$ cat src/rtl/nearest_point_match_top_defines.svh
// Assertion macros shared by the nearest point matcher RTL.
// Files that check their own logic include this header; it depends on nothing.
`ifndef NEAREST_POINT_MATCH_TOP_DEFINES_SVH
`define NEAREST_POINT_MATCH_TOP_DEFINES_SVH

// Property checked at every clock edge outside reset.
`define NPM_ASSERT(label, prop, msg) \
   label: assert property (@(posedge clock) disable iff (reset) (prop)) else $error(msg);

// Property that must hold in the cycle after a trigger.
`define NPM_ASSERT_NEXT(label, trig, prop, msg) \
   label: assert property (@(posedge clock) disable iff (reset) (trig) |=> (prop)) \
      else $error(msg);

`endif

$ cat src/rtl/npm_pkg.sv
// Package for the nearest point matcher: widths, codes, command and state types.
// Used by every module of the block; depends on nothing.
package npm_pkg;

   localparam int DEFAULT_CAPACITY = 1024;
   localparam int QUEUE_DEPTH      = 4;
   localparam int OP_W             = 2;
   localparam int COORD_W          = 16;
   localparam int INDEX_W          = 10;
   localparam int SQ_W             = 2 * COORD_W;
   localparam int DIST_W           = SQ_W + 1;

   typedef enum logic [OP_W-1:0] {
      OP_APPEND = 2'd0,
      OP_QUERY  = 2'd1,
      OP_CLEAR  = 2'd2
   } op_type;

   typedef struct packed {
      op_type               op;
      logic [COORD_W-1:0]   x;
      logic [COORD_W-1:0]   y;
   } cmd_type;

   localparam int CMD_W = $bits(cmd_type);

   typedef enum logic [1:0] {
      BK_IDLE,
      BK_SCAN,
      BK_DRAIN,
      BK_DONE
   } back_state_type;

   function automatic int addr_width(input int depth);
      return (depth > 1) ? $clog2(depth) : 1;
   endfunction

endpackage

$ cat src/rtl/npm_front.sv
// Front end: takes requests, drops unused operation codes and hands commands to the queue.
// Uses the op and command types from the npm package.
module npm_front
   import npm_pkg::*;
(
   input  logic               clock,
   input  logic               reset,
   input  logic               req_valid,
   output logic               req_stall,
   input  logic [OP_W-1:0]    req_op,
   input  logic [COORD_W-1:0] req_point_x,
   input  logic [COORD_W-1:0] req_point_y,
   output logic               push,
   output cmd_type            push_cmd,
   input  logic               queue_full
);

   logic    front_valid_ff, front_valid_in;
   cmd_type front_cmd_ff, front_cmd_in;
   logic    accept;
   logic    is_cmd;

   assign req_stall = front_valid_ff && queue_full;
   assign accept    = req_valid && !req_stall;
   assign push      = front_valid_ff && !queue_full;
   assign push_cmd  = front_cmd_ff;

   always_comb begin
      case (op_type'(req_op))
         OP_APPEND, OP_QUERY, OP_CLEAR: begin
            is_cmd = 1'b1;
         end
         default: begin
            is_cmd = 1'b0;
         end
      endcase
      front_cmd_in.op = op_type'(req_op);
      front_cmd_in.x  = req_point_x;
      front_cmd_in.y  = req_point_y;
      if (accept) begin
         front_valid_in = is_cmd;
      end else begin
         front_valid_in = front_valid_ff && !push;
      end
   end

   always_ff @(posedge clock) begin
      if (reset) begin
         front_valid_ff <= 1'b0;
      end else begin
         front_valid_ff <= front_valid_in;
      end
   end

   always_ff @(posedge clock) begin
      if (accept) begin
         front_cmd_ff <= front_cmd_in;
      end
   end

endmodule

$ cat config.mk
export PLATFORM = sky130hd
export DESIGN_NAME = npm_front
export DESIGN_NICKNAME = d
export VERILOG_FILES = /design/src/rtl/nearest_point_match_top_defines.svh /design/src/rtl/npm_pkg.sv /design/src/rtl/npm_front.sv
export SDC_FILE = /design/constraint.sdc
export NUM_CORES = 1
export LEC_CHECK = 0
export ABC_AREA = 1
export BUFFER_PORTS_ARGS = -buffer_cell sky130_fd_sc_hd__buf_2
export CAP_MARGIN = 20
export CORE_MARGIN = 3
export CORE_UTILIZATION = 39
export CTS_CLUSTER_SIZE = 10
export DETAILED_ROUTE_END_ITERATION = 6
export PLACE_DENSITY = 0.76
export SLEW_MARGIN = 20
export SYNTH_ARGS = -nofsm -noshare
export SYNTH_HDL_FRONTEND = slang
export SYNTH_SLANG_ARGS = --single-unit
export TNS_END_PERCENT = 30
$ cat constraint.sdc
create_clock -name clock -period 2.5 [get_ports clock]
set_input_delay 0 -clock clock [delete_from_list [all_inputs] [get_ports clock]]
set_output_delay 0 -clock clock [all_outputs]
set_load 0.02 [all_outputs]
== Yosys cells after proc, flatten, opt, wreduce, memory -nomap -nowiden ==
Cells that the tools add are included.

* Input bits: 38
* Flip-flop bits (word level): 35
* Word-level logic and storage cells: 17

* Reductions and logical operators: 9
* Multiplexer cells: 2
* Equal/unequal tests: 2

{| class="wikitable"
|+ Operators by type and width
! cell !! number
|-
| $logic_and A1 B1 Y1 || 4
|-
| $logic_not A1 Y1 || 3
|-
| $reduce_or A3 Y1 || 1
|-
| $eq A2 B1 Y1 const B || 1
|-
| $eq A2 B2 Y1 const B || 1
|-
| $logic_not A2 Y1 || 1
|-
| $mux W1 || 2
|}

== Longest topological paths before layout ==
* Depth after elaboration: 5
* Depth in mapped cells: 3

== Worst setup path before layout ==
No wires, ideal clock.

* Path type: register -> register
* From: register front_valid_ff
* To: register front_cmd_ff (netlist bit push_cmd[0]), enable pin
* Setup time: 425 ps
* Cell stages (with the launch flop): 4
* Path buffers: 0
* Arrival: 1890 ps
* Setup slack: 185 ps
* Clock period less this slack: 2315 ps
* Path through: dfxtp_1 nand2_2 inv_2 nor2_1

* Longest elaborated chain between the ends: 3

{| class="wikitable"
|+ RTL lines
! element !! line !! RTL
|-
| start: declaration || npm_front.sv:18 || <nowiki>logic front_valid_ff, front_valid_in;</nowiki>
|-
| start signal: assignment || npm_front.sv:51 || <nowiki>front_valid_ff <= front_valid_in;</nowiki>
|-
| $logic_and A1 B1 Y1 || npm_front.sv:23 || <nowiki>assign req_stall = front_valid_ff && queue_full;</nowiki>
|-
| named net req_stall || npm_front.sv:9 || <nowiki>output logic req_stall,</nowiki>
|-
| $logic_not A1 Y1 || npm_front.sv:24 || <nowiki>assign accept = req_valid && !req_stall;</nowiki>
|-
| $logic_and A1 B1 Y1 || npm_front.sv:24 ||
|-
| named net accept || npm_front.sv:20 || <nowiki>logic accept;</nowiki>
|-
| end signal: assignment || npm_front.sv:57 || <nowiki>front_cmd_ff <= front_cmd_in;</nowiki>
|-
| end: declaration || npm_front.sv:19 || <nowiki>cmd_type front_cmd_ff, front_cmd_in;</nowiki>
|}

The timed path passes the listed nets, and every way through them passes these cells.
A chain may end at the register's enable or synchronous reset.

== Final worst setup path ==
* From: register front_valid_ff
* To: register front_cmd_ff (netlist bit push_cmd[24]), enable pin

* Longest elaborated chain between the ends: 3

{| class="wikitable"
|+ RTL lines
! element !! line
|-
| $logic_and A1 B1 Y1 || npm_front.sv:23
|-
| $logic_not A1 Y1 || npm_front.sv:24
|-
| $logic_and A1 B1 Y1 || npm_front.sv:24
|-
| named net accept || npm_front.sv:20
|}

The timed path passes the listed nets, and every way through them passes these cells.

==> impl_results.md <==
* Seq/Total Area, Yosys at between 90 and 100%
* Leakage Power at between 0.8 and 0.9 nW
* FMAX at approximately 800 MHz
* DR vias/cell at roughly 4.2
* R2R Path End: push_cmd[24]
* Dpl cell area at 0.00150 mm^2
* Die Ht at just under 60 um
* CP Launch Type: flip-flop
* Layout cell share with drive strength beyond 1 at between 50% and 60%
* Finished Cell Area at 0.00194 mm^2
* Fill count at 169
* Hold Crit Class: in -> reg
* R2R depth at 4
* Total power at 0.00125 W
* RSZ-0062 raised after global routing: false
* TritonCTS clock tree: built
* Final cell count without fillers at roughly 190
* Clock Sinks at 35
* Dpl ws at between 1 and 1.5 ns
* Ports at 74
* Final WL at approximately 2600 um
* Final setup viols at 0
* Nets at roughly 200
* Post-Syn Instances at 44
* Root buffer cell: clkbuf_4
* Largest delay share family, worst path: buffers and inverters
* Clk_lat worst skew at 0.33 ns
* Worst Hold Launch: req_valid
* CP max stage cell: buf_4
* Worst-Margin Slew at 0.392 ns
* Die Area at 0.00344 mm^2
* I/O Buffers at 73
* Netlist cell types at 8
* Die Wd at approximately 59 um
* Final worst slack at ~1.2 ns
* Clk pin slew, worst setup/hold paths at approximately 0.1 ns
* Largest stage delay, worst path at 0.38 ns
* Post-route minimum period at 1.29 ns
* Post-route DRC at 0
* Avg Cell Area, Syn at around 25 um^2
* CP endpoint kind: flip-flop
* Run status: complete, no violations
* Critical Path RT at 2.50 ns
* Rel. slew slack at between 70% and 80%
* Largest net degree at the start of global routing at 33
* Vias in the first global route at ~900
* Final hold vios at 0
* Row count at 18
* Number of diodes at 0
* Fin. max-slew vios at 0
* Critical Setup Path Class: reg -> reg
* Routability cong. at 0.696
* Synthesis-stage register bit count at 35
* Placed Cells at roughly 150
* Post-DP HPWL at roughly 1700 um
* Antenna violations before repair at 0
* YS warnings at 0
* CP arrival at about 1.3 ns
* Worst R2R Setup Slack at 1.21 ns
* Total CTS buffers at 5
* Gr ovfl total at 0
* First-pass GRT wire length at about 4100 um
* Period Utilization, post-route at 51.4%
* Worst hold endpoint: push_cmd[33]
* Via count at 810
* Initial core utilization at a little over two fifths
* Crit-path cells: nand2_2, inv_2, nor2_4, buf_4
* Antenna-violating nets left at 0
* Maximum fanout along the worst path at 32
* Pwr/cell area at roughly 640 mW/mm^2
* Longest Clk Path Bufs at 2
* GR Util All Layers at about 17%
* Worst r2r src: front_valid_ff
* H-tree levels at 2
* WP buf/inv at 2
* Mapped Area at 0.00108 mm^2
* Final Skew at around 0.0063 ns
* Drt pass-1 iters at 4
* Area growth, synth to finish at 79.0%
* Max-cap violations at 0
* WL/cell at between 10 and 15 um
* 1st-iter DRT viols at 14
* Setup TNS at 0 ns
* Worst vdd ir at between 0.0004 and 0.0005 V
* Hold Path Depth at 3
* Placeable core area at 0.00257 mm^2
* Syn Nets at slightly above 80
-- metrics by stage --
stage / util, % / hold WS [ns]
2_1_floorplan: - / 0.0624
3_3_place_gp: 58.4 / 0.166
3_5_place_dp: 58.4 / 0.163
4_1_cts: 75.4 / 0.0483
5_1_grt: 75.4 / 0.0389
6_report: 75.4 / 0.0709
-- sequential cells by signal, indices dropped and copies added, names as in the netlist --
| signal | cells |
|---|---|
| front_valid_ff | 1 |
| push_cmd | 34 |
-- worst max-delay path by stage --
stage,startpoint,end,slack [ns],cells past startpoint
detailed placement,front_valid_ff,push_cmd[27],1.22,4
finish,front_valid_ff,push_cmd[24],1.21,4
floorplan,front_valid_ff,push_cmd[0],0.19,3
CTS,front_valid_ff,push_cmd[4],1.20,4
global route,front_valid_ff,push_cmd[12],1.11,4
global placement,front_valid_ff,push_cmd[23],1.28,4
-- worst reg2reg max path, delay by kind of cell, from the launching register on --
kind                   cells  cell delay, ns
buffers and inverters      2            0.43
flip-flops                 1            0.33
AND/OR/NAND/NOR            2            0.18
-- cell type report --
| class | instances | area, um^2 | share of cell area, % |
|---|---|---|---|
| Clock inverter | 3 | 38.8 | 2.00 |
| Inverter | 3 | 11.3 | 0.581 |
| Sequential cell | 35 | 1040 | 53.7 |
| Multi-Input combinational cell | 6 | 37.5 | 1.94 |
| Clock buffer | 5 | 37.5 | 1.94 |
| Tap cell | 30 | 37.5 | 1.94 |
| Timing Repair Buffer | 110 | 733 | 37.9 |
-- logic make-up (layout without fill, tap and decap cells) --
kind of cell / Yosys count / count (layout) / share of synthesized area, %
buffers and inverters: 3 / 121 / 1.04
and+or+nand+nor: 5 / 5 / 1.97
DFF: 35 / 35 / 96.2
AOI/OAI and AO/OA: 1 / 1 / 0.809
-- layout by cell type, fill, tap and decap left out, drive strengths merged --
master and n:
a21oi 1, buf 74, nor2 2, dlygate4sd3 36, dfxtp 1, inv 3, edfxtp 34, clkinv 2
nand2 3, bufinv 1, clkbuf 5
-- synthesized netlist by cell type, drive strengths merged --
cell type,count,area share [%]
edfxtp,34,94
nand2,3,1.3
inv,3,1.0
a21oi,1,0.81
dfxtp,1,1.8
nor2,2,0.69
-- where the power goes --
| part | switching (W) | internal (W) |
|---|---|---|
| sequential | 0.00000890 | 0.000684 |
| combinational | 0.0000884 | 0.0000826 |
| clock | 0.000176 | 0.000206 |
-- repair_timing --
action	4_1_cts	5_1_grt
gates resized for setup	0	0
buffers inserted	0	0
hold buffers	36	0
endpoints found under the hold margin	35	0
-- per-layer routing --
layer | global-route usage [%] | up-vias | share of wire, %
li1 | - | 399 | -
met1 | 18.6 | 343 | 37
met2 | 28.7 | 60 | 49
met3 | 7.24 | 8 | 12
met4 | 9.71 | 0 | 2.3
met5 | 0 | - | 0
Note: power is estimated with default switching activity, not from simulation.
