### src/rtl/nearest_point_match_top_defines.svh
// Assertion macros shared by the nearest point matcher RTL.
// Files that check their own logic include this header; it depends on nothing.
`ifndef NEAREST_POINT_MATCH_TOP_DEFINES_SVH
`define NEAREST_POINT_MATCH_TOP_DEFINES_SVH

// Property checked at every clock edge outside reset.
`define NPM_ASSERT(label, prop, msg) \
   label: assert property (@(posedge clock) disable iff (reset) (prop)) else $error(msg);

// Property that must hold in the cycle after a trigger.
`define NPM_ASSERT_NEXT(label, trig, prop, msg) \
   label: assert property (@(posedge clock) disable iff (reset) (trig) |=> (prop)) \
      else $error(msg);

`endif

### src/rtl/npm_pkg.sv
// Package for the nearest point matcher: widths, codes, command and state types.
// Used by every module of the block; depends on nothing.
package npm_pkg;

   localparam int DEFAULT_CAPACITY = 1024;
   localparam int QUEUE_DEPTH      = 4;
   localparam int OP_W             = 2;
   localparam int COORD_W          = 16;
   localparam int INDEX_W          = 10;
   localparam int SQ_W             = 2 * COORD_W;
   localparam int DIST_W           = SQ_W + 1;

   typedef enum logic [OP_W-1:0] {
      OP_APPEND = 2'd0,
      OP_QUERY  = 2'd1,
      OP_CLEAR  = 2'd2
   } op_type;

   typedef struct packed {
      op_type               op;
      logic [COORD_W-1:0]   x;
      logic [COORD_W-1:0]   y;
   } cmd_type;

   localparam int CMD_W = $bits(cmd_type);

   typedef enum logic [1:0] {
      BK_IDLE,
      BK_SCAN,
      BK_DRAIN,
      BK_DONE
   } back_state_type;

   function automatic int addr_width(input int depth);
      return (depth > 1) ? $clog2(depth) : 1;
   endfunction

endpackage

### src/rtl/npm_back.sv
// Back end: appends and clears the point store and scans it for queries.
// Drives the point RAM and the response register; uses the npm package types.
`include "nearest_point_match_top_defines.svh"

module npm_back
   import npm_pkg::*;
#(
   parameter int CAPACITY = DEFAULT_CAPACITY
) (
   input  logic                            clock,
   input  logic                            reset,
   input  logic                            queue_empty,
   input  cmd_type                         head_cmd,
   output logic                            pop,
   output logic                            ram_wr_en,
   output logic [addr_width(CAPACITY)-1:0] ram_wr_addr,
   output logic [SQ_W-1:0]                 ram_wr_data,
   output logic                            ram_rd_en,
   output logic [addr_width(CAPACITY)-1:0] ram_rd_addr,
   input  logic [SQ_W-1:0]                 ram_rd_data,
   output logic                            rsp_valid,
   input  logic                            rsp_stall,
   output logic [INDEX_W-1:0]              rsp_match_index,
   output logic                            rsp_store_empty,
   output logic                            rsp_store_overflowed
);

   localparam int AW = addr_width(CAPACITY);
   localparam int CW = $clog2(CAPACITY + 1);

   back_state_type     state_ff, state_in;
   logic [CW-1:0]      cnt_ff, cnt_in;
   logic               ovf_ff, ovf_in;
   logic [AW-1:0]      scan_idx_ff, scan_idx_in;
   logic [COORD_W-1:0] qx_ff, qx_in, qy_ff, qy_in;

   // Scan pipeline: RAM read, absolute differences, squares, compare.
   logic               p1_valid_ff, p2_valid_ff, p3_valid_ff;
   logic [AW-1:0]      p1_idx_ff, p2_idx_ff, p3_idx_ff;
   logic [COORD_W-1:0] dx_ff, dy_ff, dx_in, dy_in;
   logic [SQ_W-1:0]    sqx_ff, sqy_ff;
   logic [DIST_W-1:0]  cand_d;
   logic               take;

   logic               have_best_ff, have_best_in;
   logic [AW-1:0]      best_idx_ff, best_idx_in;
   logic [DIST_W-1:0]  best_d_ff, best_d_in;

   logic               rsp_valid_ff, rsp_valid_in;
   logic [INDEX_W-1:0] rsp_index_ff;
   logic               rsp_empty_ff, rsp_ovf_ff;
   logic               rsp_load;
   logic               rsp_free;
   logic               issue;

   logic               pipe_busy;
   logic               quiet_state;
   logic               rsp_done;

   assign rsp_free = !rsp_valid_ff || !rsp_stall;

   always_comb begin
      logic [COORD_W-1:0] px;
      logic [COORD_W-1:0] py;
      px    = ram_rd_data[SQ_W-1:COORD_W];
      py    = ram_rd_data[COORD_W-1:0];
      dx_in = (qx_ff >= px) ? qx_ff - px : px - qx_ff;
      dy_in = (qy_ff >= py) ? qy_ff - py : py - qy_ff;
   end

   assign cand_d = DIST_W'(sqx_ff) + DIST_W'(sqy_ff);
   // Strict less-than keeps the lowest index on equal distances.
   assign take = p3_valid_ff && (!have_best_ff || (cand_d < best_d_ff));

   always_comb begin
      state_in     = state_ff;
      cnt_in       = cnt_ff;
      ovf_in       = ovf_ff;
      scan_idx_in  = scan_idx_ff;
      qx_in        = qx_ff;
      qy_in        = qy_ff;
      have_best_in = have_best_ff || take;
      best_idx_in  = take ? p3_idx_ff : best_idx_ff;
      best_d_in    = take ? cand_d : best_d_ff;
      pop          = 1'b0;
      ram_wr_en    = 1'b0;
      ram_wr_addr  = AW'(cnt_ff);
      ram_wr_data  = {head_cmd.x, head_cmd.y};
      issue        = 1'b0;
      rsp_load     = 1'b0;
      case (state_ff)
         BK_IDLE: begin
            if (!queue_empty) begin
               pop = 1'b1;
               case (head_cmd.op)
                  OP_APPEND: begin
                     if (cnt_ff < CW'(CAPACITY)) begin
                        ram_wr_en = 1'b1;
                        cnt_in    = cnt_ff + CW'(1);
                     end else begin
                        ovf_in = 1'b1;
                     end
                  end
                  OP_CLEAR: begin
                     cnt_in = '0;
                     ovf_in = 1'b0;
                  end
                  OP_QUERY: begin
                     qx_in        = head_cmd.x;
                     qy_in        = head_cmd.y;
                     scan_idx_in  = '0;
                     have_best_in = 1'b0;
                     best_idx_in  = '0;
                     state_in     = (cnt_ff == '0) ? BK_DONE : BK_SCAN;
                  end
                  default: begin
                  end
               endcase
            end
         end
         BK_SCAN: begin
            issue = 1'b1;
            if ((CW'(scan_idx_ff) + CW'(1)) == cnt_ff) begin
               state_in = BK_DRAIN;
            end else begin
               scan_idx_in = scan_idx_ff + AW'(1);
            end
         end
         BK_DRAIN: begin
            if (!p1_valid_ff && !p2_valid_ff && !p3_valid_ff) begin
               state_in = BK_DONE;
            end
         end
         BK_DONE: begin
            if (rsp_free) begin
               rsp_load = 1'b1;
               state_in = BK_IDLE;
            end
         end
         default: begin
            state_in = BK_IDLE;
         end
      endcase
      rsp_valid_in = rsp_load || (rsp_valid_ff && rsp_stall);
   end

   assign ram_rd_en   = issue;
   assign ram_rd_addr = scan_idx_ff;

   always_ff @(posedge clock) begin
      if (reset) begin
         state_ff     <= BK_IDLE;
         cnt_ff       <= '0;
         ovf_ff       <= 1'b0;
         p1_valid_ff  <= 1'b0;
         p2_valid_ff  <= 1'b0;
         p3_valid_ff  <= 1'b0;
         have_best_ff <= 1'b0;
         rsp_valid_ff <= 1'b0;
      end else begin
         state_ff     <= state_in;
         cnt_ff       <= cnt_in;
         ovf_ff       <= ovf_in;
         p1_valid_ff  <= issue;
         p2_valid_ff  <= p1_valid_ff;
         p3_valid_ff  <= p2_valid_ff;
         have_best_ff <= have_best_in;
         rsp_valid_ff <= rsp_valid_in;
      end
   end

   always_ff @(posedge clock) begin
      scan_idx_ff <= scan_idx_in;
      qx_ff       <= qx_in;
      qy_ff       <= qy_in;
      p1_idx_ff   <= scan_idx_ff;
      p2_idx_ff   <= p1_idx_ff;
      p3_idx_ff   <= p2_idx_ff;
      dx_ff       <= dx_in;
      dy_ff       <= dy_in;
      sqx_ff      <= dx_ff * dx_ff;
      sqy_ff      <= dy_ff * dy_ff;
      best_idx_ff <= best_idx_in;
      best_d_ff   <= best_d_in;
      if (rsp_load) begin
         rsp_index_ff <= INDEX_W'(32'(best_idx_ff));
         rsp_empty_ff <= (cnt_ff == '0);
         rsp_ovf_ff   <= ovf_ff;
      end
   end

   assign rsp_valid            = rsp_valid_ff;
   assign rsp_match_index      = rsp_index_ff;
   assign rsp_store_empty      = rsp_empty_ff;
   assign rsp_store_overflowed = rsp_ovf_ff;

   assign pipe_busy   = p1_valid_ff || p2_valid_ff || p3_valid_ff;
   assign quiet_state = (state_ff == BK_IDLE) || (state_ff == BK_DONE);
   assign rsp_done    = (state_ff == BK_DONE) && rsp_free;

   `NPM_ASSERT(a_count_bound, cnt_ff <= CW'(CAPACITY), "point count above capacity")
   `NPM_ASSERT(a_scan_in_range, (state_ff == BK_SCAN) |-> (CW'(scan_idx_ff) < cnt_ff), "scan past count")
   `NPM_ASSERT(a_pipe_quiet, quiet_state |-> !pipe_busy, "scan pipeline busy outside a scan")
   `NPM_ASSERT_NEXT(a_result_loaded, rsp_done, rsp_valid_ff && (state_ff == BK_IDLE), "result lost")

endmodule
### config.mk
export PLATFORM = sky130hd
export DESIGN_NAME = npm_back
export DESIGN_NICKNAME = d
export VERILOG_FILES = /design/src/rtl/npm_pkg.sv /design/src/rtl/npm_back.sv
export VERILOG_INCLUDE_DIRS = /design/src /design/src/rtl
export SDC_FILE = /design/constraint.sdc
export NUM_CORES = 1
export LEC_CHECK = 0
export CAP_MARGIN = 20
export CORE_MARGIN = 5
export CORE_UTILIZATION = 40
export CTS_BUF_LIST = sky130_fd_sc_hd__clkbuf_16
export DETAILED_ROUTE_END_ITERATION = 10
export DONT_BUFFER_PORTS = 1
export GPL_TIMING_DRIVEN = 0
export PLACE_DENSITY = 0.67
export SLEW_MARGIN = 20
export SYNTH_ARGS = -nofsm -noshare
export SYNTH_HDL_FRONTEND = slang
export SYNTH_SLANG_ARGS = --single-unit
### constraint.sdc
create_clock -name clock -period 5.9 [get_ports clock]
set_input_delay 0.295 -clock clock [delete_from_list [all_inputs] [get_ports clock]]
set_output_delay 0.295 -clock clock [all_outputs]
set_load 0.03 [all_outputs]
# After elaboration in Yosys (flattened, before gate mapping)
# Cells that the tools add are included.
# classes
n_addsub	8
n_reduce_logical	24
eq_ne	14
mux	33
order_cmp	4
n_bitwise	1
multipliers	2
# ops
cell	count
10-bit 2-to-1 mux	7
16-bit by 16-bit multiplier with 32-bit output	2
16-bit subtractor	4
32-bit by 32-bit adder with 33-bit output	1
33-bit < comparator	1
16-bit >= comparator	2
16-bit 2-to-1 mux	2
11-bit case mux with 2 select lines	1
10-bit case mux with 2 select lines	1
2-bit != test, second input constant	7
1-bit 2-to-1 mux	13
2-bit 2-to-1 mux	6
4-bit AND reduction	3
10-bit by 1-bit adder with 11-bit output, second input constant	1
11-bit by 1-bit adder with 11-bit output, second input constant	1
11-bit equality test	1
11-bit logical NOT	1
11-bit < comparator, second input constant	1
11-bit 2-to-1 mux	1
10-bit by 1-bit adder with 10-bit output, second input constant	1
2-bit case mux with 4 select lines	1
2-bit equality test, second input constant	3
1-bit logical NOT	6
5-bit AND reduction	1
9 further kinds	18
# totals
register_bits	242
in_bits	70
out_inout_bits	68
elab_cells	109

# Logic depth before layout (Yosys ltp)
# logic_depth
ltp_word	8
ltp_mapped	25
depth_no_buf	24

# Worst setup path after synthesis
# Ideal clock, no wire load.
# synth_path
path_type	register to register
from	register dy_ff[9]
to	register sqy_ff[30]
slack_ps	-93
n_path_buf	1
t_arrival_ps	5921
stages_incl_launch_ff	26
path_cell_list	dfxtp_1 -> clkbuf_1 -> nand2_1 -> inv_1 -> fa_1 -> inv_1 -> fa_1 -> inv_1 -> fa_1 -> inv_1 -> fa_1 -> inv_1 -> fa_1 -> inv_1 -> fa_1 -> inv_1 -> ha_1 -> nand2_1 -> or3_1 -> nor2_1 -> a211o_1 -> a41oi_1 -> o31ai_1 -> o21ai_1 -> o21ai_0 -> xor2_1
# synth_between
elab_chain_cells	1
# synth_rtl
item	line_no	rtl
from (decl)	npm_back.sv:40	logic [COORD_W-1:0] dx_ff, dy_ff, dx_in, dy_in;
from (signal assigned)	npm_back.sv:180	dy_ff <= dy_in;
16-bit by 16-bit multiplier with 32-bit output	npm_back.sv:182	sqy_ff <= dy_ff * dy_ff;
to (signal assigned)	npm_back.sv:182	
to (decl)	npm_back.sv:41	logic [SQ_W-1:0] sqx_ff, sqy_ff;
# Every way passes these cells.
# A chain may end at the register's enable or synchronous reset.

# Final worst setup path
# layout_path
from	register dx_ff[10]
to	register sqx_ff[30]
# layout_between
elab_chain_cells	1
# layout_rtl
item	line_no	rtl
from (decl)	npm_back.sv:40	
from (signal assigned)	npm_back.sv:179	dx_ff <= dx_in;
16-bit by 16-bit multiplier with 32-bit output	npm_back.sv:181	sqx_ff <= dx_ff * dx_ff;
to (signal assigned)	npm_back.sv:181	
to (decl)	npm_back.sv:41	
# Every way passes these cells.

==> metrics.txt <==
RSZ-0062 raised after global routing=true; maximum clock rate=about 170 MHz; Fillers=approximately 6300; initial antenna violation count=1; IO Port Bufs=0; CP peak stage delay=~0.55 ns; Tmin final=5.915 ns; number of synthesized flops with an enable pin=87; die extent in x=268.9 um; Max-cap violations=0; GR Util All Layers=between 15 and 20%; path type of the worst min-delay path=input pin to flop; DIE HEIGHT=approximately 270 um; placed cells=3754; Reg2Reg Depth=21; die area=approximately 72000 um2; failing checks=setup timing; WL final=just under 60 mm; hold path startpoint=head_cmd[32]; clk_skew=0.02720 ns; Overflow after GRT=0; CTS tree=done; post-synthesis net count=between 3000 and 4000; max-slew headroom at the worst pin=26.55%; ANT cells=0; asr flop ratio synth=0%; Setup-failing EPs final=1; hold path cells=3; Crit path required time=6.32 ns; Final period util=100.2%; worst-margin pin slew=~1.1 ns; Slew Viols, Final=0; Ports=138; vias in the first global route=20060; Synth Area per Inst=~9.3 um2; DRC viols=0; Mapped Cells=2877; register bit total from synthesis=240; routability cong.=between 0.8 and 0.9; largest net degree at the start of global routing=26; Synth Cell Area=26810 um2; nature of the critical path endpoint=flop; CTS HTree Levels=1; count leader, synth=inv_1; critical path arrival=6.33 ns; cell taking the most area after synthesis=fa_1; clk root buf=clkbuf_16; Post-synth top cells=inv_1 (657), ha_1 (335), fa_1 (328); Starting DRT DRC Count=just over 900; fraction of layout cells with a size suffix above 1=between 10% and 20%; Avg WL per Cell=approximately 15 um; worst setup margin=-0.01458 ns; HPWL after detailed placement=about 47 mm; Non-Filler Instances=3904; first-pass GRT wire length=around 97 mm; Placeable Area=66800 um2; ranking of synthesized cells by area=fa_1 (24%), ha_1 (16%), dfxtp_1 (11%); sequential area share after synthesis=21.17%; Post-Place Worst Slack=-1.240 ns; outcome=complete, but fails checks; register area=5779 um2; CTS buffer count=28; Clock Path Buffers=3; worst r2r src=dx_ff[10]; Pre-antenna DRT Iters=5; Reg clk slew, reported paths=0.06 ns; CP startpoint kind=flop; Fin. Hold Viols=0; crit path max fanout=10; post-route cell area=30890 um2; clk sinks=240; crit path max-delay cell type=fa_1; distinct cell type count after synthesis=77; placed inst area=27990 um2; area of the multi-input gates=18640 um2; YS warnings=0; ys flop type=dfxtp_1; nets=3742; area delta synth->final=15.20%; CP Cell Sequence=clkbuf_8, and2_1, fa_1, inv_1, fa_1, inv_1, fa_1, fa_1, fa_1, inv_1, fa_1, inv_1, ha_4, nand4_1, nor3_2, nand3_2, a31oi_4, a21oi_4, a311oi_2, mux2i_1, o2111ai_1; Worst Setup SP=dx_ff[10]; Synth top area share=24.49%; Routed Antenna Nets=0; cell mode on critical path=fa_1; Via density=4.970; crit path kind=flop to flop; Initial Util=40.14%; vias=about 19000; Skew-Pair Late Insertion Delay=0.56 ns; Site Rows=95
registers in the layout (all words and copies together) (netlist names), 2 cells and up:
register and cells:
best_d_ff 33, sqx_ff 31, sqy_ff 31, dx_ff 16
dy_ff 16, qx_ff 16, qy_ff 16, cnt_ff 11
best_idx_ff 10, p1_idx_ff 10, p2_idx_ff 10, p3_idx_ff 10
ram_rd_addr 10, rsp_match_index 10, state_ff 2
path summary, 6_finish.rpt:
kind,end,slack (ns)
max,sqx_ff[30],-0.01
min,best_idx_ff[9],0.05
max reg2reg,sqx_ff[30],-0.01
min reg2reg,p3_idx_ff[5],0.32
area by class of cell:
cell class                 count  area share [%]
buffer                       108           3.285
tap                          873           3.536
sequential                   240           18.71
clock inverter                22          0.3848
inverter                     658           8.032
timing repair buffer         107           3.281
multi-input combinational   1866           60.34
clock buffer                  30           2.430
cell families (layout without fill, tap and decap cells):
kind of cell	after synthesis	count (layout)	synth area share [%]
xor gates and xnor gates	133	133	4.344
muxes	27	27	1.087
DFF	240	240	21.17
adders and majority gates	663	663	40.12
buffers and inverters	771	925	11.59
and+or+nand+nor	585	585	10.50
AOI/OAI and AO/OA	458	458	11.19
critical path, delay by kind of cell (launching register included):
| family | cells | cell delay [ns] |
|---|---|---|
| DFF | 1 | 0.37 |
| adders and majority gates | 7 | 3.28 |
| muxes | 1 | 0.23 |
| AOI/OAI and AO/OA | 4 | 0.81 |
| and+or+nand+nor | 4 | 0.71 |
| buffers and inverters | 5 | 0.41 |
stage by stage:
step / hold WS, ns / setup TNS, ns / util, %
2_1_floorplan: 0.3096 / -0.01868 / -
3_3_place_gp: 0.3098 / -58.64 / 41.78
3_5_place_dp: 0.3121 / -23.14 / 41.90
4_1_cts: 0.02605 / -0.4258 / 45.36
5_1_grt: 0.07093 / -1.648 / 46.24
6_report: 0.05204 / -0.01458 / 46.24
repair_timing:
action                                  in CTS  in global routing
pin swaps                                   56                 65
endpoints found under the setup margin      38                 25
gates cloned                                 0                  1
gates resized for setup                    223                132
buffers inserted                            32                 33
endpoints found under the hold margin       39                  0
hold buffers                                37                  0
routing by layer:
| layer | vias up | wire length (um) | GRT usage (%) |
|---|---|---|---|
| li1 | 9408 | - | - |
| met1 | 9502 | 26390 | 22.25 |
| met2 | 432 | 28700 | 27.81 |
| met3 | 61 | 3428 | 2.774 |
| met4 | 0 | 822 | 3.002 |
| met5 | - | 0 | 0 |
placed cells by master, fill, tap and decap left out, types with 21 or more instances in the layout:
cell type      Yosys  layout
fa_1             328     319
a21oi_1          144     132
nand4_1           21      21
edfxtp_1          87      87
clkbuf_16          0      40
dfxtp_1          153     122
nor2b_1           24      24
inv_1            657     638
buf_4             42     102
dlygate4sd3_1      0      37
nand2_1          209     190
nor2_1           106     100
a21o_1            81      81
ha_1             335     317
and2_1            87      78
dfxtp_4            0      26
nor3_1            26      25
inv_2              0      24
o21bai_1          24      23
xnor2_1           87      86
xor2_1            46      46
nand3_1           44      43
o21ai_0           75      68
Power is left out: the tool's default activity adds up to more than one toggle a clock period on the data nets, which glitch-free logic cannot reach.
