===== config.mk =====
export PLATFORM = sky130hd
export DESIGN_NAME = npm_queue
export DESIGN_NICKNAME = d
export VERILOG_FILES = /design/src/rtl/npm_pkg.sv /design/src/rtl/npm_queue.sv
export VERILOG_INCLUDE_DIRS = /design/src /design/src/rtl
export SDC_FILE = /design/constraint.sdc
export NUM_CORES = 1
export LEC_CHECK = 0
export BUFFER_PORTS_ARGS = -buffer_cell sky130_fd_sc_hd__buf_2
export CORE_MARGIN = 8
export CORE_UTILIZATION = 61
export DETAILED_ROUTE_END_ITERATION = 12
export MAX_ROUTING_LAYER = met4
export PLACE_DENSITY = 0.85
export SLEW_MARGIN = 20
export SYNTH_ARGS = -nofsm -noshare
export SYNTH_HDL_FRONTEND = slang
export SYNTH_SLANG_ARGS = --single-unit

===== constraint.sdc =====
create_clock -name clock -period 3.4 [get_ports clock]
set_input_delay 0.17 -clock clock [delete_from_list [all_inputs] [get_ports clock]]
set_output_delay 0.17 -clock clock [all_outputs]
set_load 0.005 [all_outputs]

===== src/rtl/nearest_point_match_top_defines.svh =====
// Assertion macros shared by the nearest point matcher RTL.
// Files that check their own logic include this header; it depends on nothing.
`ifndef NEAREST_POINT_MATCH_TOP_DEFINES_SVH
`define NEAREST_POINT_MATCH_TOP_DEFINES_SVH

// Property checked at every clock edge outside reset.
`define NPM_ASSERT(label, prop, msg) \
   label: assert property (@(posedge clock) disable iff (reset) (prop)) else $error(msg);

// Property that must hold in the cycle after a trigger.
`define NPM_ASSERT_NEXT(label, trig, prop, msg) \
   label: assert property (@(posedge clock) disable iff (reset) (trig) |=> (prop)) \
      else $error(msg);

`endif


===== src/rtl/npm_pkg.sv =====
// Package for the nearest point matcher: widths, codes, command and state types.
// Used by every module of the block; depends on nothing.
package npm_pkg;

   localparam int DEFAULT_CAPACITY = 1024;
   localparam int QUEUE_DEPTH      = 4;
   localparam int OP_W             = 2;
   localparam int COORD_W          = 16;
   localparam int INDEX_W          = 10;
   localparam int SQ_W             = 2 * COORD_W;
   localparam int DIST_W           = SQ_W + 1;

   typedef enum logic [OP_W-1:0] {
      OP_APPEND = 2'd0,
      OP_QUERY  = 2'd1,
      OP_CLEAR  = 2'd2
   } op_type;

   typedef struct packed {
      op_type               op;
      logic [COORD_W-1:0]   x;
      logic [COORD_W-1:0]   y;
   } cmd_type;

   localparam int CMD_W = $bits(cmd_type);

   typedef enum logic [1:0] {
      BK_IDLE,
      BK_SCAN,
      BK_DRAIN,
      BK_DONE
   } back_state_type;

   function automatic int addr_width(input int depth);
      return (depth > 1) ? $clog2(depth) : 1;
   endfunction

endpackage


===== src/rtl/npm_queue.sv =====
// Short command queue between the request front end and the execution back end.
// Uses the command type from the npm package.
`include "nearest_point_match_top_defines.svh"

module npm_queue
   import npm_pkg::*;
(
   input  logic    clock,
   input  logic    reset,
   input  logic    push,
   input  cmd_type push_cmd,
   output logic    full,
   input  logic    pop,
   output cmd_type head_cmd,
   output logic    empty
);

   localparam int PTR_W = $clog2(QUEUE_DEPTH);
   localparam int CNT_W = $clog2(QUEUE_DEPTH + 1);

   cmd_type            entry_ff [QUEUE_DEPTH];
   logic [PTR_W-1:0]   wr_ptr_ff, wr_ptr_in;
   logic [PTR_W-1:0]   rd_ptr_ff, rd_ptr_in;
   logic [CNT_W-1:0]   count_ff, count_in;

   assign full     = (count_ff == CNT_W'(QUEUE_DEPTH));
   assign empty    = (count_ff == '0);
   assign head_cmd = entry_ff[rd_ptr_ff];

   always_comb begin
      wr_ptr_in = push ? wr_ptr_ff + PTR_W'(1) : wr_ptr_ff;
      rd_ptr_in = pop  ? rd_ptr_ff + PTR_W'(1) : rd_ptr_ff;
      count_in  = count_ff;
      if (push && !pop) begin
         count_in = count_ff + CNT_W'(1);
      end else if (pop && !push) begin
         count_in = count_ff - CNT_W'(1);
      end
   end

   always_ff @(posedge clock) begin
      if (reset) begin
         wr_ptr_ff <= '0;
         rd_ptr_ff <= '0;
         count_ff  <= '0;
      end else begin
         wr_ptr_ff <= wr_ptr_in;
         rd_ptr_ff <= rd_ptr_in;
         count_ff  <= count_in;
      end
   end

   always_ff @(posedge clock) begin
      if (push) begin
         entry_ff[wr_ptr_ff] <= push_cmd;
      end
   end

   `NPM_ASSERT(a_queue_no_push_full, push |-> !full, "queue pushed while full")
   `NPM_ASSERT(a_queue_no_pop_empty, pop |-> !empty, "queue popped while empty")
   `NPM_ASSERT(a_queue_count_bound, count_ff <= CNT_W'(QUEUE_DEPTH), "queue count above depth")

endmodule


Yosys cells after proc, flatten, opt, wreduce, memory -nomap -nowiden:

Memories as Yosys holds them, arrays and structs flattened. A register that Yosys moved wholly into a read port is not among the register bits.
Cells that the tools add are included.

* latch bits: 0
* input bits: 38
* flip-flop bits (word level): 7
* memory bits (writable): 136
* memory bits (read-only): 0
* output and inout bits: 36
* memories kept: 1

Memory list
* entry_ff: depth 4, bits a word 34, read ports 1, clocked after memory_dff 1, wr ports 1, RTL line npm_queue.sv:21 `cmd_type entry_ff [QUEUE_DEPTH];`

* muxes and demuxes: 6
* shift-type cells: 0
* reductions and logical operators: 6
* $mul: 0
* eq/ne operators: 1
* $add $sub $neg: 4
* $lt $le $gt $ge: 0
* bitwise operators: 0
* div/mod/pow operators: 0

Operators with widths (number)
* $mux 3: 2
* $add 2x1->2 const B: 2
* $mux 2: 2
* $add 3x1->3 const B: 1
* $eq 3x3->1 const B: 1
* $logic_not 3->1: 1
* $sub 3x1->3 const B: 1
* $logic_and 1x1->1: 2
* $logic_not 1->1: 2
* $mux 1: 2
* $reduce_bool 2->1: 1

Depth between registers and ports, before layout:

Gate-level depths: netlist of the first run.

* depth after elaboration: 4
* depth in mapped cells: 7
* gate-level depth less buffers: 7

Worst setup path before layout of the first run:

No wires, ideal clock.

* kind: reg-to-reg
* start: reg wr_ptr_ff[0]
* end: mem entry_ff[2][0] in the netlist's numbering, enable pin
* period minus slack after synthesis: 1.771 ns
* path slack: 1.629 ns
* buffers on the path: 0
* required time: 3.006 ns
* cell stages (with the launch flop): 4
* arrival: 1.376 ns
* path through: dfxtp_1 inv_1 ha_1 and2_1

RTL lines
* from (decl): RTL line npm_queue.sv:22 `logic [PTR_W-1:0] wr_ptr_ff, wr_ptr_in;`
* from (signal assigned): RTL line npm_queue.sv:47 `wr_ptr_ff <= wr_ptr_in;`
* to (decl): RTL line npm_queue.sv:21

No word-level cell before the write port.

==> results.tsv, run 1 <==
metric	value	unit
CP required	3.23	ns
status	finished clean	
drt first pass iters	4	
Final Setup Violations	0	
final core utilization	78.7	%
xor and xnor area share after synthesis	0.813	%
DRC violations left	0	
hold buffers post-CTS	36	
post-route ant nets	0	
CP Max Fanout	14	
max-slew violations	0	
Via density	5.76	
Fin Setup TNS	0	ns
Clock Sinks	145	
area leader, netlist	edfxtp_1	
Arr. time, crit path	2.23	ns
register bit total from synthesis	145	
Chip Height	110	um
Final nets	387	
Synth warnings	0	
CP Capture Type	output port	
HPWL after DPL	5440	um
Mapped Nets	266	
critical path cell sequence	buf_4 > mux4_2 > buf_2	
Area contributors post-synth	edfxtp_1, mux4_2, dfxtp_1	
slowest CP cell	dfxtp_2	
Filler Cells Inserted	441	
Port Buffers	73	
routability congestion estimate	0.658	
Least-Margin Pin Slew	0.945	ns
Total Routed Length	10800	um
CTS tree	built	
RSZ-0062 raised after global routing	no	
startpoint types	register	
sequential element share of the synthesized area	79.2	%
mux share of post-synthesis cell area	14.9	%
final hold viol count	0	
width of the die	110	um
global-route wire length before repair	15800	um
num ports	74	
cells after synthesis	222	
GR Overflow Total	0	
# rows	34	
P&R area growth vs syn	26.2	%
H-tree depth	4	
clock-pin slew on the worst setup and hold paths	0.06	ns
via count	2674	
Fmax	417	MHz
Iter 0 DRT Violations	177	
Max Cap Viol	0	
post-cts resize count	0	
CTS max path bufs	2	
initial antenna violation count	0	
slew margin rel.	37.0	%
Hold Path Class	primary input to register	
Post-Syn Area	5380	um2
Mean Syn Cell Area	24.3	um2
post-synthesis simple-gate area fraction	1.37	%
Max VDD drop	0.570	mV
Final Critical Period	2.40	ns
Compound-Gate Fraction of Synth Area	0.186	%
setup repair bufs after CTS	0	
main combinational cell family by area after synthesis	multiplexers	
post-synth top area share	75.9	%
crit-path max cell delay	0.62	ns
CTS root buf	clkbuf_8	
Synth Area in Adders	1.53	%
initial core utilization	62.3	%
largest net degree at the start of global routing	35	
synth unique cells	22	
Core Box Area	8640	um2
vias in the first global route	2782	
Lkg Pwr	2.39	nW
share of cells above drive strength 1	39.9	%
diode count	0	
clock buffer count from CTS	17	
Setup Crit Path Kind	register to output port	
fin crit share	70.5	%
GRT Util Overall	19.4	%
PD cells	651	nW/um2
Worst-Skew Late Latency	0.52	ns
drt wl/cell	23.2	um
die area	12100	um2
Worst Clk Skew	0.00785	ns
==> cell families after synthesis <==
family | Yosys count
DFF | 145
muxes | 36
and+or+nand+nor | 15
buffers and inverters | 13
adders and majority gates | 6
xor gates and xnor gates | 5
AOI/OAI and AO/OA | 2
==> cells in the mapped netlist <==
cell / instances
edfxtp_1: 136
nor3b_1: 1
o21ai_0: 1
ha_1: 5
mux2i_1: 2
mux4_1: 4
xnor2_1: 2
buf_2: 3
nor2_1: 7
buf_12: 3
nor3_1: 1
a21oi_1: 1
dfxtp_1: 9
mux4_2: 30
or3_1: 1
buf_6: 1
clkbuf_1: 2
inv_1: 4
fa_1: 1
xor2_1: 3
nand2_1: 1
and2_1: 4
==> worst max-delay path: cells and delay by family (launching register included) <==
| kind | cells | cell delay [ns] |
|---|---|---|
| buffers and inverters | 2 | 0.52 |
| muxes | 1 | 0.56 |
| DFF | 1 | 0.62 |
==> power by group <==
| part | internal (mW) | switching, mW |
|---|---|---|
| Sequential | 2.05 | 0.0540 |
| Clock | 1.20 | 0.743 |
| Combinational | 0.201 | 0.170 |
| Total | 3.45 | 0.966 |
==> sequential cells by signal, indices dropped and copies added (netlist names), named ones only <==
signal and count:
rd_ptr_ff 2, entry_ff 136, wr_ptr_ff 2, count_ff 3
==> final cells by class <==
cell class	count	area [um2]	share of cell area, %
clock buffers	18	418	6.15
clock inverters	14	203	2.98
inverters	4	15.0	0.221
multi-input cells	64	1020	15.0
flip-flops and latches	145	4270	62.8
well taps	108	135	1.99
repair buffers	111	741	10.9
==> per-layer routing <==
layer,GRT usage (%),routed length (um)
met5,-,0
met4,7.23,187
met3,5.98,622
met2,31.1,5610
met1,22.7,4360
==> final timing paths <==
path | cells after the start | to | slack, ns | startpoint
hold / removal | 3 | wr_ptr_ff[1] | 0.02 | push
hold reg to reg | 2 | count_ff[2] | 0.53 | count_ff[2]
setup reg to reg | 2 | entry_ff[3][18] | 1.66 | wr_ptr_ff[0]
setup / recovery | 3 | head_cmd[11] | 1.00 | register
==> cells in the final DEF (no fill, tap or decap), types with 5 or more instances in the layout <==
cell           instances
dlygate4sd3_1         36
clkbuf_16             16
dfxtp_1                7
mux4_2                30
nor2_1                 7
ha_1                   5
edfxtp_1             136
buf_2                 73
==> stage by stage <==
stage / hold slack [ns] / power, mW / worst slack [ns] / instance area, um2 / instances
3_5_place_dp: 0.386 / 2.47 / 1.53 / 5810 / 396
2_1_floorplan: 0.269 / 2.33 / 1.63 / 5380 / 222
4_1_cts: 0.00259 / 4.43 / 0.917 / 6790 / 464
3_3_place_gp: 0.380 / 2.46 / 1.54 / 5810 / 396
5_1_grt: 0.0372 / 4.54 / 0.855 / 6790 / 464
6_report: 0.0189 / 4.42 / 1.00 / 6790 / 464
(Power assumes the default switching activity.)
==> run 2, diff against run 1 <==
CORE_UTILIZATION = 51   (was 61)
PLACE_DENSITY = 0.76   (was 0.85)
clock period = 2.18 ns   (was 3.4 ns; I/O delays follow)
==> results.tsv, run 2 (synthesized netlist as in run 1, its figures left out) <==
metric	value	unit	change
Psw	1.50	mW	+55%
Final Critical Period	2.06	ns	
Arr. time, crit path	1.95	ns	-0.28 ns
Max Cap Viol	0		unchanged
drt first pass iters	4		unchanged
Lkg Pwr	2.41	nW	+1.1%
final core utilization	67.1	%	-12 points
clock buffer count from CTS	17		unchanged
met1 GRT Util	16.8	%	-5.9 points
RSZ-0062 raised after global routing	no		
max-slew violations	0		unchanged
slowest CP cell	mux4_1		
CP Max Fanout	20		+6
Sw Share	22.4	%	+0.51 points
via count	2581		-3.5%
critical path cell sequence	buf_12 > mux4_1 > buf_2		
Max VDD drop	0.616	mV	+8.1%
Filler Cells Inserted	702		+59%
Core Box Area	10300	um2	+19%
Total Routed Length	9310	um	-14%
most frequent cells in the layout	edfxtp_1, buf_2, dlygate4sd3_1		
global-route wire length before repair	15000	um	-4.9%
Top Registers	entry_ff (136), count_ff (3)		
hold slack	0.343	ns	+0.324 ns
die area	14100	um2	+17%
fin crit share	94.4	%	
Fin Setup TNS	0	ns	unchanged
commonest non-fill, non-tap cell in the layout	edfxtp_1		
Setup Crit Path Kind	register to output port		
met2 Usage GRT	23.2	%	-7.9 points
GR Overflow Total	0		unchanged
clock power share	42.3	%	-1.7 points
share of cells above drive strength 1	40.4	%	+0.56 points
initial antenna violation count	1		+1
routability congestion estimate	0.690		+4.9%
drt wl/cell	18.7	um	-20%
Worst Clk Skew	0.00416	ns	-0.00369 ns
clock-pin slew on the worst setup and hold paths	0.07	ns	about the same
HPWL after DPL	5700	um	+4.7%
Final nets	392		+1.3%
Least-Margin Pin Slew	0.898	ns	-0.0473 ns
CTS max path bufs	2		unchanged
CP Capture Type	output port		
startpoint types	register		
# rows	37		+8.8%
CP required	2.07	ns	-1.16 ns
largest net degree at the start of global routing	35		unchanged
area of the multi-input gates	1020	um2	unchanged
post-route ant nets	0		unchanged
vias in the first global route	2823		+1.5%
internal power	5.19	mW	+50%
pre-CTS WS	0.428	ns	-1.10 ns
GRT Util Overall	14.6	%	-4.8 points
gr busiest metal	met2		
Final Setup Violations	0		unchanged
initial core utilization	52.4	%	-10 points
setup repair bufs after CTS	0		unchanged
num ports	74		unchanged
Clock Sinks	145		unchanged
final hold viol count	0		unchanged
status	finished clean		
Chip Height	119	um	+8.0%
PD cells	970	nW/um2	+49%
crit-path max cell delay	0.62	ns	about the same
DRC violations left	0		unchanged
max reg flops	136		unchanged
CTS tree	built		
FF/Latch Area	4270	um2	about the same
combinational power share	9.0	%	+0.6 points
Worst-Skew Late Latency	0.51	ns	about the same
slew margin rel.	40.1	%	+3.2 points
H-tree depth	4		unchanged
Largest Register	entry_ff		
Hold Path Class	primary input to register		
Flop pwr share	48.6	%	+1.0 points
Iter 0 DRT Violations	151		-15%
CTS root buf	clkbuf_8		
Via density	5.18		-10%
Port Buffers	73		unchanged
width of the die	119	um	+8.0%
setup ws final	0.122	ns	-0.881 ns
GRT met3 Usage	4.90	%	-1.1 points
P&R area growth vs syn	28.1	%	
Fmax	486	MHz	
## run 2: timing repair
item	4_1_cts	5_1_grt
resized for setup	0	1
hold buffers	38	0
setup endpoints to repair	0	5
endpoints found under the hold margin	145	0
## run 2: metal layers
metal | share of wire, % | vias to the layer above
li1 | - | 1180
met1 | 43 | 1322
met2 | 51 | 70
met3 | 4.6 | 9
met4 | 1.3 | 0
met5 | 0 | -
## run 2: power by group through the flow
| stage | Combinational (mW) | Sequential, mW | Clock (mW) |
|---|---|---|---|
| floorplan | 0.349 | 3.28 | 0 |
| detailed placement | 0.566 | 3.31 | 0 |
| global placement | 0.555 | 3.30 | 0 |
| CTS | 0.623 | 3.25 | 2.88 |
| finish | 0.604 | 3.25 | 2.83 |
| global route | 0.666 | 3.26 | 3.00 |
## run 2: worst paths after layout
check,start,endpoint,slack [ns],depth (start not counted)
worst max-delay path,register,head_cmd[29],0.12,3
worst max register to register,wr_ptr_ff[0],entry_ff[0][17],0.47,3
worst min-delay path,push_cmd[26],entry_ff[0][26],0.34,2
worst min register to register,rd_ptr_ff[1],register,0.54,2
## run 2: final cells by class
class                           count  share of cell area [%]
Sequential cell                   145                    61.9
Clock buffer                       17                    6.01
Multi-Input combinational cell     64                    14.7
Tap cell                          136                    2.47
Antenna cell                        1                  0.0363
Clock inverter                     15                    2.52
Timing Repair Buffer              116                    12.1
Inverter                            4                   0.218
## run 2: critical path: cells and delay by family, from the launching register on
family   cells  cell delay [ns]
flops        1             0.43
mux          1             0.62
buf+inv      2             0.38
## run 2: per-stage QoR
stage               instances  total power [mW]  area, um2
floorplan                 222              3.63       5380
global placement          427              3.86       5920
detailed placement        427              3.88       5920
CTS                       497              6.76       6890
global route              498              6.93       6890
finish                    498              6.68       6890
==> run 3, diff against run 2 <==
ABC_AREA = 1   (was default)
==> results.tsv, run 3 <==
metric	value	unit	change
Via density	5.33		+2.7%
CP Capture Type	output port		
fin crit share	93.1	%	-1.3 points
Setup Crit Path Kind	register to output port		
startpoint types	register		
setup repair bufs after CTS	0		unchanged
Max VDD drop	0.551	mV	-11%
# rows	38		+2.7%
Synth async-reset ratio	0	%	unchanged
Lkg Pwr	2.57	nW	+6.6%
synth unique cells	24		+9.1%
placed instance area	6150	um2	+4.0%
CTS tree	built		
Worst-Skew Late Latency	0.51	ns	about the same
Core Box Area	10900	um2	+5.9%
sequential element share of the synthesized area	74.9	%	-4.3 points
setup ws final	0.149	ns	+0.0275 ns
initial core utilization	52.3	%	-0.099 points
vias in the first global route	3679		+30%
Total Routed Length	11400	um	+23%
DRC violations left	0		unchanged
non-filler instance count after layout	658		+32%
flop-to-flop setup slack	0.43	ns	-0.04 ns
Synth top cells by count	edfxtp_1, o21ai_0, nor2_1		
GRT met3 Usage	4.30	%	-0.60 points
Final Critical Period	2.03	ns	-0.0275 ns
most frequent cell after synthesis	edfxtp_1		
Fmax	492	MHz	+1.4%
GRT Util Overall	16.4	%	+1.8 points
share of cells above drive strength 1	30.5	%	-9.9 points
Fin Setup TNS	0	ns	unchanged
Mapped Nets	431		+62%
Final nets	549		+40%
Chip Height	122	um	+2.5%
worst r2r src	wr_ptr_ff[0]		
CTS max path bufs	2		unchanged
register bit total from synthesis	145		unchanged
CTS root buf	clkbuf_8		
final core utilization	65.1	%	-1.9 points
Synth warnings	0		unchanged
RR Endpoint	entry_ff[2][20]		
Placed Instances	589		+38%
CP required	2.07	ns	about the same
EDFF count, synth	136		unchanged
routability congestion estimate	0.754		+9.3%
RSZ-0062 raised after global routing	no		
Top Registers	entry_ff (136), count_ff (3)		
Max Cap Viol	0		unchanged
met2 Usage GRT	27.8	%	+4.5 points
Filler Cells Inserted	773		+10%
via count	3504		+36%
gr busiest metal	met2		
Largest Register	entry_ff		
post-route ant nets	0		unchanged
CP Max Fanout	34		+70%
Area contributors post-synth	edfxtp_1, o21ai_0, o22ai_2		
predominant post-synthesis flop cell	edfxtp_1		
HP Start	reset		
initial antenna violation count	0		-1
Clock Sinks	145		unchanged
final hold viol count	0		unchanged
area leader, netlist	edfxtp_1		
Overall Power	6.55	mW	-1.9%
num ports	74		unchanged
diode count	0		-1
Mean Syn Cell Area	14.7	um2	-39%
clock buffer count from CTS	17		unchanged
met1 GRT Util	18.8	%	+2.0 points
pre-CTS WS	0.393	ns	-0.0352 ns
P&R area growth vs syn	24.6	%	
R2R cell count	5		+2
hold slack	0.312	ns	-0.0309 ns
post-synth top area share	71.7	%	-4.1 points
largest net degree at the start of global routing	69		+97%
Final Setup Violations	0		unchanged
drt wl/cell	17.4	um	-7.1%
Arr. time, crit path	1.92	ns	-0.03 ns
slew margin rel.	56.6	%	+16 points
width of the die	122	um	+2.5%
max-slew violations	0		unchanged
Worst Clk Skew	0.00711	ns	+0.00295 ns
hold path cells	3		+1
Hold Path Class	primary input to register		
commonest non-fill, non-tap cell in the layout	edfxtp_1		
H-tree depth	4		unchanged
drt first pass iters	4		unchanged
Hold Path Sink	count_ff[0]		
HPWL after DPL	6620	um	+16%
Post-Syn Area	5690	um2	+5.7%
max reg flops	136		unchanged
PD cells	924	nW/um2	-4.7%
most frequent cells in the layout	edfxtp_1, buf_2, o21ai_0		
global-route wire length before repair	18100	um	+21%
Port Buffers	73		unchanged
GR Overflow Total	0		unchanged
status	finished clean		
Iter 0 DRT Violations	294		+95%
Finished Cell Area	7090	um2	+2.9%
cells after synthesis	387		+74%
Least-Margin Pin Slew	0.650	ns	-0.248 ns
die area	14800	um2	+5.0%
clock-pin slew on the worst setup and hold paths	0.06	ns	about the same
==> run 3: cell types whose count changed after synthesis, sizes merged, moves of 2 or more <==
cell   previous run  this run
a21oi             1         3
mux4             34         0
xor2              3         1
nand2             1         9
inv               4        17
o22ai             0        34
mux2i             2         0
nor2              7        74
o21ai             1        73
buf               7        19
and2              4         0
xnor2             2         0
==> run 3: kinds of logic after synthesis <==
kind of cell	count (synthesis)	synth area share [%]
AOI/OAI and AO/OA	110	12.6
xor gates and xnor gates	1	0.154
adders and majority gates	6	1.45
buffers and inverters	38	4.15
DFF	145	74.9
and+or+nand+nor	87	6.73
==> run 3: final cells by class <==
type	instances	area, um2	area share [%]
well taps	140	175	2.47
multi-input cells	204	1190	16.8
repair buffers	120	823	11.6
inverters	17	71.3	1.01
clock buffers	17	414	5.84
clock inverters	15	148	2.08
flip-flops and latches	145	4270	60.2
==> run 3: report_power, final <==
part / total, mW / internal, mW / switching, mW / leakage [nW]
clock: 2.72 / 1.55 / 1.17 / 0.274
sequential: 3.22 / 3.17 / 0.0446 / 1.32
combinational: 0.619 / 0.258 / 0.361 / 0.975
==> run 3: worst max-delay path, stage by stage, from the launching register on <==
cell and delay [ns]:
dfxtp_1 0.32, inv_2 0.48, o21ai_0 0.22, o22ai_1 0.23, buf_2 0.16
==> run 3: repair_timing <==
action,CTS,global route
hold buffers,37,0
endpoints found under the hold margin,145,0
gates resized for setup,0,2
endpoints found under the setup margin,0,11
==> run 3: how the worst max path moves through the flow <==
stage                       from  cells after the start               to  slack (ns)
floorplan           wr_ptr_ff[0]                      4   entry_ff[2][0]        0.53
global placement    wr_ptr_ff[0]                      5  entry_ff[2][11]        0.46
detailed placement  wr_ptr_ff[0]                      5  entry_ff[2][14]        0.39
CTS                     register                      4     head_cmd[27]        0.04
global route            register                      4     head_cmd[28]        0.02
finish                  register                      4     head_cmd[28]        0.15
==> run 3: routing by layer <==
layer  up-vias  part of all wire [%]
li1       1671                     -
met1      1715                    43
met2       105                    51
met3        13                   5.3
met4         0                  0.95
met5         -                     0
